===== config.mk =====
export PLATFORM = sky130hd
export DESIGN_NAME = error_page_cluster_tracker_unit
export DESIGN_NICKNAME = d
export VERILOG_FILES = /design/src/design/ept_pkg.sv /design/src/design/error_page_cluster_tracker_unit.sv /design/src/design/ept_front.sv /design/src/design/ept_cmd_queue.sv /design/src/design/ept_back.sv
export VERILOG_INCLUDE_DIRS = /design/src /design/src/design
export SDC_FILE = /design/constraint.sdc
export NUM_CORES = 2
export LEC_CHECK = 0
export ABC_CLOCK_PERIOD_IN_PS = 7200
export BUFFER_PORTS_ARGS = -buffer_cell sky130_fd_sc_hd__buf_2
export CELL_PAD_IN_SITES_DETAIL_PLACEMENT = 1
export CELL_PAD_IN_SITES_GLOBAL_PLACEMENT = 2
export CORE_MARGIN = 2
export CORE_UTILIZATION = 46
export DETAILED_ROUTE_END_ITERATION = 10
export PLACE_DENSITY_LB_ADDON = 0.1
export SLEW_MARGIN = 20
export SYNTH_ARGS = -nofsm -noshare
export SYNTH_HDL_FRONTEND = slang
export SYNTH_MEMORY_MAX_BITS = 65536
export SYNTH_SLANG_ARGS = --single-unit

===== constraint.sdc =====
create_clock -name clk -period 7.2 [get_ports clk]
set_clock_uncertainty 0.1 [all_clocks]
set_input_delay 0.36 -clock clk [delete_from_list [all_inputs] [get_ports clk]]
set_output_delay 0.36 -clock clk [all_outputs]
set_load 0.01 [all_outputs]

===== src/design/assert_macros.svh =====
// ----------------------------------------------------------------------------
// assert_macros.svh
// Assertion shorthands shared by the RTL. NO_ASSERTIONS compiles them away.
// ----------------------------------------------------------------------------
`ifndef ASSERT_MACROS_SVH
`define ASSERT_MACROS_SVH

`ifndef NO_ASSERTIONS

`define ASSERT_IMPLIES(label, clk, rst, ante, cons) \
  label: assert property (@(posedge clk) disable iff (rst) (ante) |-> (cons)) \
    else $error("assertion failed");

`define ASSERT_ALWAYS(label, clk, rst, expr) \
  label: assert property (@(posedge clk) disable iff (rst) (expr)) \
    else $error("assertion failed");

`else

`define ASSERT_IMPLIES(label, clk, rst, ante, cons)

`define ASSERT_ALWAYS(label, clk, rst, expr)

`endif

`endif


===== src/design/ept_pkg.sv =====
// ----------------------------------------------------------------------------
// ept_pkg
// Types, sizes and helpers shared by the page error tracker modules.
// ----------------------------------------------------------------------------
`default_nettype none

package ept_pkg;

  localparam int PAGE_SLOTS = 64;
  localparam int PAGE_SHIFT = 12;
  localparam int ADDR_BITS  = 56;
  localparam int COUNT_BITS = 16;

  localparam int ADDR_W  = 64;
  localparam int TAG_W   = ADDR_W - PAGE_SHIFT;
  localparam int IDX_W   = $clog2(PAGE_SLOTS);
  localparam int CNT_W   = $clog2(PAGE_SLOTS + 1);
  localparam int OUT_W   = 16;
  localparam int MIN_W   = 8;
  localparam int CFG_IDX_W = 1;

  localparam int CQ_DEPTH = 2;
  localparam int CQ_PW    = $clog2(CQ_DEPTH);
  localparam int CQ_CW    = $clog2(CQ_DEPTH + 1);

  localparam logic [ADDR_W-1:0] ADDR_RESET_MASK = {ADDR_W{1'b1}} >> (ADDR_W - ADDR_BITS);
  localparam logic [MIN_W-1:0]  MIN_SAMPLES_RESET = MIN_W'(3);
  localparam logic [COUNT_BITS-1:0] COUNT_MAX = {COUNT_BITS{1'b1}};
  localparam logic [CNT_W-1:0] SLOTS_FULL = CNT_W'(PAGE_SLOTS);

  localparam logic [CFG_IDX_W-1:0] REG_ADDRESS_MASK = CFG_IDX_W'(0);
  localparam logic [CFG_IDX_W-1:0] REG_MIN_SAMPLES  = CFG_IDX_W'(1);

  typedef struct packed {
    logic             restart;
    logic             counted;
    logic [TAG_W-1:0] page;
  } cmd_t;

  typedef struct packed {
    logic             counted;
    logic [OUT_W-1:0] sample_total;
    logic [OUT_W-1:0] unique_pages;
    logic [OUT_W-1:0] largest_group;
    logic             measurable;
    logic             clustered;
    logic             table_overflow;
  } res_t;

  typedef enum logic [1:0] {
    ST_IDLE,
    ST_SCAN,
    ST_HIT,
    ST_RESULT
  } state_t;

  function automatic logic [COUNT_BITS-1:0] sat_inc(input logic [COUNT_BITS-1:0] v);
    return (v == COUNT_MAX) ? v : v + COUNT_BITS'(1);
  endfunction

  function automatic logic [OUT_W-1:0] clamp_out(input logic [COUNT_BITS-1:0] v);
    logic [31:0] w;
    w = 32'(v);
    return (w > 32'h0000_FFFF) ? {OUT_W{1'b1}} : w[OUT_W-1:0];
  endfunction

endpackage

`default_nettype wire


===== src/design/error_page_cluster_tracker_unit.sv =====
// ----------------------------------------------------------------------------
// error_page_cluster_tracker_unit
// Running page histogram of fault addresses from error records.
// ----------------------------------------------------------------------------
// Each record is masked and classified in the front stage, which takes one
// record per cycle, while the queue has room, into a two-deep request queue.
// The back end then handles one request at a time: a counted record searches
// the 64-entry page table through its single registered read port, one entry
// per cycle. A new page takes the next free entry if the table has room, and
// a hit bumps that entry's count; a record that is not counted skips the scan.
// The summary waits in an output register, so the next record is searched
// while the last result is unread.
// No clearing pass runs after reset; a restart empties the table on dequeue.
// ----------------------------------------------------------------------------
`default_nettype none

module error_page_cluster_tracker_unit
  import ept_pkg::*;
(
  input  wire logic                 clk,
  input  wire logic                 rst,
  input  wire logic                 cfg_write,
  input  wire logic [CFG_IDX_W-1:0] cfg_index,
  input  wire logic [ADDR_W-1:0]    cfg_data,
  input  wire logic                 push,
  output      logic                 full,
  input  wire logic                 restart,
  input  wire logic                 address_present,
  input  wire logic [ADDR_W-1:0]    raw_address,
  output      logic                 empty,
  input  wire logic                 pop,
  output      logic                 counted,
  output      logic [OUT_W-1:0]     sample_total,
  output      logic [OUT_W-1:0]     unique_pages,
  output      logic [OUT_W-1:0]     largest_group,
  output      logic                 measurable,
  output      logic                 clustered,
  output      logic                 table_overflow
);

  logic [ADDR_W-1:0] address_mask;
  logic [MIN_W-1:0]  min_samples;
  logic              q_full;
  logic              q_push;
  cmd_t              q_wdata;
  logic              q_valid;
  logic              q_pop;
  cmd_t              q_rdata;
  logic              out_valid;
  res_t              out_q;

  always_ff @(posedge clk) begin
    if (rst) begin
      address_mask <= ADDR_RESET_MASK;
      min_samples  <= MIN_SAMPLES_RESET;
    end else if (cfg_write) begin
      case (cfg_index)
        REG_ADDRESS_MASK: address_mask <= cfg_data;
        REG_MIN_SAMPLES:  min_samples  <= cfg_data[MIN_W-1:0];
        default: begin
        end
      endcase
    end
  end

  ept_front u_front (
    .clk             (clk),
    .rst             (rst),
    .push            (push),
    .full            (full),
    .restart         (restart),
    .address_present (address_present),
    .raw_address     (raw_address),
    .address_mask    (address_mask),
    .q_full          (q_full),
    .q_push          (q_push),
    .q_data          (q_wdata)
  );

  ept_cmd_queue u_queue (
    .clk      (clk),
    .rst      (rst),
    .wr       (q_push),
    .wr_data  (q_wdata),
    .q_full   (q_full),
    .rd_valid (q_valid),
    .rd       (q_pop),
    .rd_data  (q_rdata)
  );

  ept_back u_back (
    .clk         (clk),
    .rst         (rst),
    .q_valid     (q_valid),
    .q_data      (q_rdata),
    .q_pop       (q_pop),
    .min_samples (min_samples),
    .out_valid   (out_valid),
    .pop         (pop),
    .out_q       (out_q)
  );

  assign empty          = !out_valid;
  assign counted        = out_q.counted;
  assign sample_total   = out_q.sample_total;
  assign unique_pages   = out_q.unique_pages;
  assign largest_group  = out_q.largest_group;
  assign measurable     = out_q.measurable;
  assign clustered      = out_q.clustered;
  assign table_overflow = out_q.table_overflow;

endmodule

`default_nettype wire


===== src/design/ept_front.sv =====
// ----------------------------------------------------------------------------
// ept_front
// Input stage: masks the fault address, classifies the record and holds the
// resulting request until the command queue takes it.
// ----------------------------------------------------------------------------
`default_nettype none

module ept_front
  import ept_pkg::*;
(
  input  wire logic              clk,
  input  wire logic              rst,
  input  wire logic              push,
  output      logic              full,
  input  wire logic              restart,
  input  wire logic              address_present,
  input  wire logic [ADDR_W-1:0] raw_address,
  input  wire logic [ADDR_W-1:0] address_mask,
  input  wire logic              q_full,
  output      logic              q_push,
  output      cmd_t              q_data
);

  logic              stg_valid;
  cmd_t              stg;
  cmd_t              cls;
  logic [ADDR_W-1:0] masked;
  logic              accept;

  always_comb begin
    masked      = raw_address & address_mask;
    cls.restart = restart;
    cls.counted = address_present && (masked != '0);
    cls.page    = TAG_W'(masked >> PAGE_SHIFT);
  end

  assign full   = stg_valid && q_full;
  assign accept = push && !full;
  assign q_push = stg_valid && !q_full;
  assign q_data = stg;

  always_ff @(posedge clk) begin
    if (rst) begin
      stg_valid <= 1'b0;
    end else if (accept) begin
      stg_valid <= 1'b1;
    end else if (q_push) begin
      stg_valid <= 1'b0;
    end
  end

  always_ff @(posedge clk) begin
    if (accept) begin
      stg <= cls;
    end
  end

endmodule

`default_nettype wire


===== src/design/ept_cmd_queue.sv =====
// ----------------------------------------------------------------------------
// ept_cmd_queue
// Short request queue between the classifying front and the table back end.
// ----------------------------------------------------------------------------
`default_nettype none

module ept_cmd_queue
  import ept_pkg::*;
(
  input  wire logic clk,
  input  wire logic rst,
  input  wire logic wr,
  input  wire cmd_t wr_data,
  output      logic q_full,
  output      logic rd_valid,
  input  wire logic rd,
  output      cmd_t rd_data
);

  cmd_t             slots [CQ_DEPTH];
  logic [CQ_PW-1:0] wr_ptr;
  logic [CQ_PW-1:0] rd_ptr;
  logic [CQ_CW-1:0] count;
  logic             do_wr;
  logic             do_rd;

  assign q_full   = (count == CQ_CW'(CQ_DEPTH));
  assign rd_valid = (count != '0);
  assign rd_data  = slots[rd_ptr];
  assign do_wr    = wr && !q_full;
  assign do_rd    = rd && rd_valid;

  always_ff @(posedge clk) begin
    if (rst) begin
      wr_ptr <= '0;
      rd_ptr <= '0;
      count  <= '0;
    end else begin
      if (do_wr) begin
        wr_ptr <= wr_ptr + CQ_PW'(1);
      end
      if (do_rd) begin
        rd_ptr <= rd_ptr + CQ_PW'(1);
      end
      case ({do_wr, do_rd})
        2'b10:   count <= count + CQ_CW'(1);
        2'b01:   count <= count - CQ_CW'(1);
        default: count <= count;
      endcase
    end
  end

  always_ff @(posedge clk) begin
    if (do_wr) begin
      slots[wr_ptr] <= wr_data;
    end
  end

endmodule

`default_nettype wire


===== src/design/ept_back.sv =====
// ----------------------------------------------------------------------------
// ept_back
// Table back end: scans the page table one entry per cycle, updates the hit
// counts and running totals, and holds the summary in an output register.
// ----------------------------------------------------------------------------
`default_nettype none
`include "assert_macros.svh"

module ept_back
  import ept_pkg::*;
(
  input  wire logic             clk,
  input  wire logic             rst,
  input  wire logic             q_valid,
  input  wire cmd_t             q_data,
  output      logic             q_pop,
  input  wire logic [MIN_W-1:0] min_samples,
  output      logic             out_valid,
  input  wire logic             pop,
  output      res_t             out_q
);

  state_t                state;
  state_t                state_next;

  logic [TAG_W-1:0]      tags [PAGE_SLOTS];
  logic [COUNT_BITS-1:0] hits_mem [PAGE_SLOTS];
  logic [TAG_W-1:0]      tag_q;
  logic [COUNT_BITS-1:0] hits_q;

  logic [TAG_W-1:0]      page_q;
  logic                  counted_q;
  logic [CNT_W-1:0]      used;
  logic [COUNT_BITS-1:0] samples;
  logic [COUNT_BITS-1:0] distinct;
  logic [COUNT_BITS-1:0] largest;
  logic                  overflow;

  logic [CNT_W-1:0]      issue_ptr;
  logic                  rd_pend;
  logic [IDX_W-1:0]      pend_idx;

  logic                  match;
  logic                  scan_end;
  logic                  miss;
  logic                  rd_en;
  logic [IDX_W-1:0]      rd_idx;
  logic                  tag_we;
  logic                  hits_we;
  logic [IDX_W-1:0]      wr_idx;
  logic [COUNT_BITS-1:0] hits_wdata;
  logic [COUNT_BITS-1:0] hit_inc;
  logic                  out_load;
  logic [COUNT_BITS-1:0] samples_base;
  logic                  meas;
  res_t                  res;

  assign match    = rd_pend && (tag_q == page_q);
  assign scan_end = (issue_ptr == used);
  assign rd_idx   = issue_ptr[IDX_W-1:0];
  assign hit_inc  = sat_inc(hits_q);

  always_comb begin
    state_next = state;
    case (state)
      ST_IDLE: begin
        if (q_valid) begin
          state_next = q_data.counted ? ST_SCAN : ST_RESULT;
        end
      end
      ST_SCAN: begin
        if (match) begin
          state_next = ST_HIT;
        end else if (scan_end) begin
          state_next = ST_RESULT;
        end
      end
      ST_HIT:    state_next = ST_RESULT;
      ST_RESULT: begin
        if (!out_valid || pop) begin
          state_next = ST_IDLE;
        end
      end
      default:   state_next = ST_IDLE;
    endcase
  end

  always_comb begin
    q_pop      = 1'b0;
    rd_en      = 1'b0;
    miss       = 1'b0;
    out_load   = 1'b0;
    case (state)
      ST_IDLE:   q_pop = q_valid;
      ST_SCAN: begin
        rd_en = !match && !scan_end;
        miss  = !match && scan_end;
      end
      ST_RESULT: out_load = !out_valid || pop;
      default: begin
      end
    endcase
    tag_we     = miss && (used != SLOTS_FULL);
    hits_we    = (state == ST_HIT) || tag_we;
    wr_idx     = (state == ST_HIT) ? pend_idx : used[IDX_W-1:0];
    hits_wdata = (state == ST_HIT) ? hit_inc : COUNT_BITS'(1);
  end

  always_ff @(posedge clk) begin
    if (tag_we) begin
      tags[wr_idx] <= page_q;
    end
    if (hits_we) begin
      hits_mem[wr_idx] <= hits_wdata;
    end
    if (rd_en) begin
      tag_q  <= tags[rd_idx];
      hits_q <= hits_mem[rd_idx];
    end
  end

  assign samples_base = q_data.restart ? '0 : samples;

  always_ff @(posedge clk) begin
    if (rst) begin
      state     <= ST_IDLE;
      used      <= '0;
      samples   <= '0;
      distinct  <= '0;
      largest   <= '0;
      overflow  <= 1'b0;
      rd_pend   <= 1'b0;
      issue_ptr <= '0;
      out_valid <= 1'b0;
    end else begin
      state <= state_next;
      if (q_pop) begin
        issue_ptr <= '0;
        rd_pend   <= 1'b0;
        samples   <= q_data.counted ? sat_inc(samples_base) : samples_base;
        if (q_data.restart) begin
          used     <= '0;
          distinct <= '0;
          largest  <= '0;
          overflow <= 1'b0;
        end
      end
      if (rd_en) begin
        issue_ptr <= issue_ptr + CNT_W'(1);
        rd_pend   <= 1'b1;
      end
      if ((state == ST_HIT) && (hit_inc > largest)) begin
        largest <= hit_inc;
      end
      if (miss) begin
        distinct <= sat_inc(distinct);
        if (largest == '0) begin
          largest <= COUNT_BITS'(1);
        end
        if (used != SLOTS_FULL) begin
          used <= used + CNT_W'(1);
        end else begin
          overflow <= 1'b1;
        end
      end
      if (out_load) begin
        out_valid <= 1'b1;
      end else if (pop) begin
        out_valid <= 1'b0;
      end
    end
  end

  always_ff @(posedge clk) begin
    if (q_pop) begin
      page_q    <= q_data.page;
      counted_q <= q_data.counted;
    end
    if (rd_en) begin
      pend_idx <= rd_idx;
    end
    if (out_load) begin
      out_q <= res;
    end
  end

  always_comb begin
    meas               = (32'(samples) >= 32'(min_samples));
    res.counted        = counted_q;
    res.sample_total   = clamp_out(samples);
    res.unique_pages   = meas ? clamp_out(distinct) : '0;
    res.largest_group  = meas ? clamp_out(largest) : '0;
    res.measurable     = meas;
    res.clustered      = meas && ((33'(distinct) << 1) <= 33'(samples));
    res.table_overflow = overflow;
  end

  `ASSERT_ALWAYS(a_used_bounded, clk, rst, used <= SLOTS_FULL)
  `ASSERT_IMPLIES(a_overflow_full, clk, rst, overflow, used == SLOTS_FULL)
  `ASSERT_ALWAYS(a_distinct_le_samples, clk, rst, distinct <= samples)
  `ASSERT_IMPLIES(a_scan_in_range, clk, rst, state == ST_SCAN, issue_ptr <= used)

endmodule

`default_nettype wire


== Word level (Yosys, flattened, before mapping) ==
Memory sizes are Yosys's and may differ from the RTL's. A register that Yosys moved wholly into a read port is not among the register bits.
Index checks and enable logic that the tools add are counted.

* Output and inout port bits: 54
* Flip-flop bits (word level): 309
* Memory bits (writable): 4460
* Memories kept: 3

{| class="wikitable"
|+ Memory list
! memory !! words !! width !! rd ports !! clocked after memory_dff !! write ports !! line !! text
|-
| u_back.tags || 64 || 52 || 1 || 1 || 1 || ept_back.sv:26 || <nowiki>logic [TAG_W-1:0] tags [PAGE_SLOTS];</nowiki>
|-
| u_back.hits_mem || 64 || 16 || 1 || 1 || 1 || ept_back.sv:27 || <nowiki>logic [COUNT_BITS-1:0] hits_mem [PAGE_SLOTS];</nowiki>
|-
| u_queue.slots || 2 || 54 || 1 || 1 || 1 || ept_cmd_queue.sv:20 || <nowiki>cmd_t slots [CQ_DEPTH];</nowiki>
|}

* Muxes and demuxes: 50
* Reductions and logical operators: 33
* Magnitude comparators: 3
* Bitwise logic cells: 2
* $add $sub $neg: 9
* Equality and inequality tests: 16

{| class="wikitable"
|+ Operators with widths
! kind !! number
|-
| $mux W16 || 14
|-
| $and A64 B64 Y64 || 1
|-
| $reduce_bool A64 Y1 || 1
|-
| $eq A52 B52 Y1 || 1
|-
| $add A16 B1 Y16 const B || 3
|-
| $eq A16 B16 Y1 const B || 3
|-
| $mux W7 || 6
|-
| $mux W1 || 22
|-
| $le A17 B16 Y1 || 1
|-
| $ge A16 B8 Y1 || 1
|-
| $gt A16 B16 Y1 || 1
|-
| $logic_not A16 Y1 || 1
|-
| $add A7 B1 Y7 const B || 2
|-
| $reduce_bool A2 Y1 || 7
|-
| $logic_and A1 B1 Y1 || 12
|-
| $mux W2 || 5
|-
| $eq A2 B2 Y1 const B || 4
|-
| $pmux W2 S4 || 1
|-
| $eq A7 B7 Y1 || 1
|-
| $ne A7 B7 Y1 const B || 1
|-
| $mux W6 || 1
|-
| $reduce_and A3 Y1 || 2
|-
| $logic_not A1 Y1 || 5
|-
| $eq A2 B1 Y1 const B || 2
|-
| other kinds (11) || 15
|}

== Depth between registers and ports, before layout ==
* Word-level depth: 9
* Depth in mapped cells: 16
* Mapped depth without buffers: 14

== Hierarchy ==
Synthesis repeated with hierarchy kept, for this count alone.

* Cell total of the unflattened synthesis: 7904
* Area total of the unflattened synthesis: 185430.3 µm²

{| class="wikitable"
|+ By module, submodules not included
! module !! times used !! area an instance (µm²) !! cells an instance
|-
| ept_back || 1 || 176076.4 || 7251
|-
| ept_cmd_queue || 1 || 4107.7 || 194
|-
| error_page_cluster_tracker_unit || 1 || 3005.4 || 315
|-
| ept_front || 1 || 2240.9 || 144
|}

== Least setup slack after synthesis ==
OpenSTA, ideal clock, no wires.

* Path kind: reg-to-reg
* Start: reg u_back.page_q[22]
* End: mem u_back.tags[57][0] (netlist name) (enable)
* Arrival time: 7.052 ns
* Path buffers: 1
* Data required time: 6.509 ns
* Setup time: 0.591 ns
* Slack: -0.543 ns
* Clock period less this slack: 7.743 ns
* Cell stages (with the launch flop): 8
* Cell sequence: edfxtp_1 xnor2_1 nand4_1 nor4_1 nand4_1 nand2_1 clkbuf_1 nor4_1

* Longest elaborated chain between the ends: 8

{| class="wikitable"
|+ Ends and longest elaborated chain
! what !! line !! text
|-
| start, declared || ept_back.sv:31 || <nowiki>logic [TAG_W-1:0] page_q;</nowiki>
|-
| start signal, assigned || ept_back.sv:176 || <nowiki>page_q <= q_data.page;</nowiki>
|-
| $eq A52 B52 Y1 || ept_back.sv:58 || <nowiki>assign match = rd_pend && (tag_q == page_q);</nowiki>
|-
| $logic_and A1 B1 Y1 || ept_back.sv:58 ||
|-
| $logic_not A1 Y1 || ept_back.sv:97 || <nowiki>miss = !match && scan_end;</nowiki>
|-
| $logic_and A1 B1 Y1 || ept_back.sv:97 ||
|-
| $mux W1 || ept_back.sv:93 || <nowiki>case (state)</nowiki>
|-
| $logic_and A1 B1 Y1 || ept_back.sv:103 || <nowiki>tag_we = miss && (used != SLOTS_FULL);</nowiki>
|-
| $mux W1 || ept_back.sv:110 || <nowiki>if (tag_we) begin</nowiki>
|-
| $mux W1 (implied by the code) || ept_back.sv:111 || <nowiki>tags[wr_idx] <= page_q;</nowiki>
|-
| end, declared || ept_back.sv:26 ||
|}

Every way passes these cells.

== Worst setup path after layout ==
* Start: reg u_back.page_q[50]
* End: mem u_back.hits_mem[26][5] (enable)

* Longest elaborated chain between the ends: 9

{| class="wikitable"
|+ Ends and longest elaborated chain
! what !! line !! text
|-
| $eq A52 B52 Y1 || ept_back.sv:58 ||
|-
| $logic_and A1 B1 Y1 || ept_back.sv:58 ||
|-
| $logic_not A1 Y1 || ept_back.sv:97 ||
|-
| $logic_and A1 B1 Y1 || ept_back.sv:97 ||
|-
| $mux W1 || ept_back.sv:93 ||
|-
| $logic_and A1 B1 Y1 || ept_back.sv:103 ||
|-
| $logic_or A1 B1 Y1 || ept_back.sv:104 || <nowiki>hits_we = (state == ST_HIT) || tag_we;</nowiki>
|-
| $mux W1 || ept_back.sv:113 || <nowiki>if (hits_we) begin</nowiki>
|-
| $mux W1 (implied by the code) || ept_back.sv:114 || <nowiki>hits_mem[wr_idx] <= hits_wdata;</nowiki>
|-
| end, declared || ept_back.sv:27 ||
|}

Every way passes these cells.

==> qor.csv <==
metric;value;unit
total I/O pin count;190;
Die Ht;639;um
cell area after synthesis;185000;sq um
GRT Residual Overflow;0;
post-CTS sizing;0;
detailed placer's ending HPWL;290;mm
sw frac;25.1;%
fraction of layout cells with a size suffix above 1;31.0;%
R2R Setup Slk;1.88;ns
post-synthesis sequential area ratio;77.6;%
synthesized instance count;7908;
CP Capture Type;flop;
antenna-violating nets left;0;
Critical R2R Launch;u_back.page_q[50]$_DFFE_PP_;
MaxCap Viol Count;0;
Synth Register Bits;4838;
CTS tree;built;
Yosys cell types;61;
clk buf depth;4;
total CTS buffers;521;
antenna violations before repair;34;
largest net degree at the start of global routing;145;
fmax;0.188;GHz
routed len/inst;36.8;um
FF-to-FF path depth;11;
GPL Wtd Cong;0.763;
Die W;639;um
CTS root buffer;clkbuf_16;
FFs w/ async S/R, synth;0;%
DRC viols;0;
first-pass GRT wire length;748;mm
worst min-delay path startpoint;raw_address[29];
Initial DRC Count;10780;
CP Data Required Time;7.85;ns
fin crit period;5.32;ns
synthesis-to-layout area growth;15.2;%
IO Port Bufs;189;
clock sink count;4838;
Crit path arrival time;5.98;ns
Final Cycle Share;73.9;%
syn nets;8095;
wirelength, routed;533;mm
Synth Flop Type;edfxtp_1;
WHS Path Cells;3;
setup violators final;0;
min-delay worst type;in2reg;
Final Hold Vio Count;0;
global-route usage over all layers;26.2;%
startpoint types;flop;
Max VDD drop;0.000228;V
Cell Pwr Density;321;nW/um^2
Initial Util;46.1;%
RSZ-0062 raised after global routing;no;
vias post-DR;90061;
Max Slew Vio Count;0;
Slew @ Worst Pin;1.37;ns
Core Footprint;402000;sq um
Via density;6.23;
Gate power share;12.2;%
Worst Hold End;u_front.q_data[17]$_DFFE_PP_;
Clk pwr share;37.9;%
Post-synth EDFFs;4693;
Design Power;0.0685;W
clk slew on worst S/H paths;0.06;ns
Max FO, Critical Path;65;
P_sw;0.0172;W
Pleak;65.3;nW
hold slack;0.0805;ns
status;complete, no violations;
Seq pwr share;49.9;%
Setup CP Type;reg2reg;
DRT Pass-1 Iters;5;
Reg2Reg Capture Point;u_back.hits_mem[26][5]$_DFFE_PP_;
H-Tree Depth;6;
Cell Rows;233;
syn_area_per_cell;23.4;sq um
die area;408000;sq um
Clk Latency, worst-skew pair;1.05;ns
Max-slew headroom;8.80;%
vias in the first global route;94091;
synth warn;0;
Internal;0.0513;W
NumNets Final;8948;
placed cells by master (no fill, tap or decap), types with 9 or more instances in the layout:
master / n
edfxtp_1: 4693
mux4_2: 1428
clkbuf_16: 544
buf_4: 270
dlygate4sd3_1: 225
nand2_1: 217
buf_2: 189
dfxtp_1: 139
nor2_1: 135
clkinv_1: 118
clkbuf_1: 106
nand3_1: 98
and2_1: 90
clkinv_2: 84
mux2_2: 71
xnor2_1: 66
inv_1: 65
buf_12: 55
ha_1: 51
a21oi_1: 49
nor4_2: 46
nand4_1: 37
bufinv_16: 31
and3_1: 24
o21ai_0: 23
xor2_1: 22
nor3_2: 16
a21o_1: 16
inv_6: 16
nor3_1: 15
diode_2: 14
nor4_1: 14
nor2_4: 14
or4_1: 13
clkinv_8: 13
or2_2: 12
nor2b_1: 10
or3_1: 9
critical path, cell delays in order, from the launching register on:
cell,delay [ns]
edfxtp_1,0.35
buf_4,0.29
xnor2_1,0.54
nand4_1,0.41
nor4_1,0.64
buf_4,0.21
nand4_1,0.43
nand2_4,0.78
buf_4,0.43
a21o_1,0.39
nor2_1,0.11
buf_4,0.28
state kept, by name, indices dropped and copies added, names as in the netlist, 8 cells and up, named ones only:
register,flops
u_front.q_data,54
u_back.distinct,16
u_back.page_q,52
u_back.largest,16
u_back.samples,16
u_back.hits_mem,1024
u_back.out_q,52
u_back.tags,3328
u_back.tag_q,52
address_mask,64
u_queue.slots,108
u_back.hits_q,16
min_samples,8
metrics by stage:
step	instances	setup TNS, ns	utilization, %	area, sq um	worst slack (ns)
6_report	14465	0	53.1	213000	1.88
5_1_grt	14453	0	53.1	213000	1.60
4_1_cts	14450	0	53.1	213000	1.78
3_5_place_dp	13299	0	48.5	195000	1.80
3_3_place_gp	13296	0	48.5	195000	1.68
2_1_floorplan	7908	-1270.25	-	185000	-0.543
logic make-up after synthesis:
kind of cell,after synthesis,synth area share [%]
fa+ha+maj,51,0.344
xor+xnor,88,0.416
buf+inv,481,1.12
mux,1505,17.8
compound gates,149,0.512
simple gates,796,2.14
flops,4838,77.6
cell type report:
class,instances,area (sq um)
antenna,14,35.0
clock buffer,654,14100
clock inverter,272,2270
fill,34047,188000
inverter,69,269
multi-input combinational,2589,39900
sequential,4838,144000
tap,5287,6620
timing repair buffer,742,6410
metal layers:
metal  routed length (um)  share of wire (%)  track usage [%]  up-vias
met1               231000                 43             39.1    50225
met4                12500                2.3             6.08        6
met5                   44             0.0083                0        -
met3                38200                7.2             4.35      657
li1                     -                  -                -    35412
met2               251000                 47             40.8     3761
Yosys cell counts (10+ instances only):
master | n | area, sq um
ha_1 | 51 | 638
buf_2 | 83 | 415
nand2_1 | 221 | 830
nor4_1 | 62 | 388
or2_2 | 12 | 75.1
clkbuf_1 | 231 | 867
edfxtp_1 | 4693 | 141000
a21o_1 | 16 | 120
xnor2_1 | 66 | 578
mux2_2 | 71 | 800
buf_1 | 66 | 248
nand4_1 | 37 | 231
nor2_1 | 150 | 563
mux4_2 | 1428 | 32200
buf_6 | 10 | 113
and3_1 | 25 | 156
dfxtp_1 | 145 | 2900
a21oi_1 | 51 | 255
xor2_1 | 22 | 193
nor3_1 | 31 | 155
inv_1 | 68 | 255
nor2b_1 | 13 | 81.3
or4_1 | 13 | 97.6
and2_1 | 91 | 569
buf_4 | 22 | 165
nand3_1 | 98 | 490
o21ai_0 | 25 | 125
what timing repair did:
item / CTS / global route
hold buffers: 225 / 0
hold endpoints to repair: 183 / 0
setup buffers: 0 / 0
power by group through the flow:
stage               clock, W  sequential [W]  combinational (W)
finish                0.0260          0.0342            0.00834
global route          0.0274          0.0342            0.00884
CTS                   0.0264          0.0342            0.00836
detailed placement         0          0.0348            0.00826
global placement           0          0.0347            0.00803
floorplan                  0          0.0356            0.00363
worst max path at each step:
stage,slack [ns],to,cells past startpoint,startpoint
after global routing,1.60,u_back.largest[0]$_SDFF_PP0_,14,u_back.hits_q[2]$_DFFE_PP_
final,1.88,u_back.hits_mem[26][5]$_DFFE_PP_,11,u_back.page_q[50]$_DFFE_PP_
after global placement,1.68,u_back.tags[22][14]$_DFFE_PP_,10,u_back.state[0]$_SDFFE_PP0P_
after floorplan,-0.54,u_back.tags[57][0]$_DFFE_PP_,7,u_back.page_q[22]$_DFFE_PP_
after CTS,1.78,u_back.hits_mem[28][4]$_DFFE_PP_,11,u_back.page_q[50]$_DFFE_PP_
after detailed placement,1.80,u_back.hits_mem[26][5]$_DFFE_PP_,11,u_back.page_q[50]$_DFFE_PP_
Note: power is estimated with default switching activity, not from simulation.
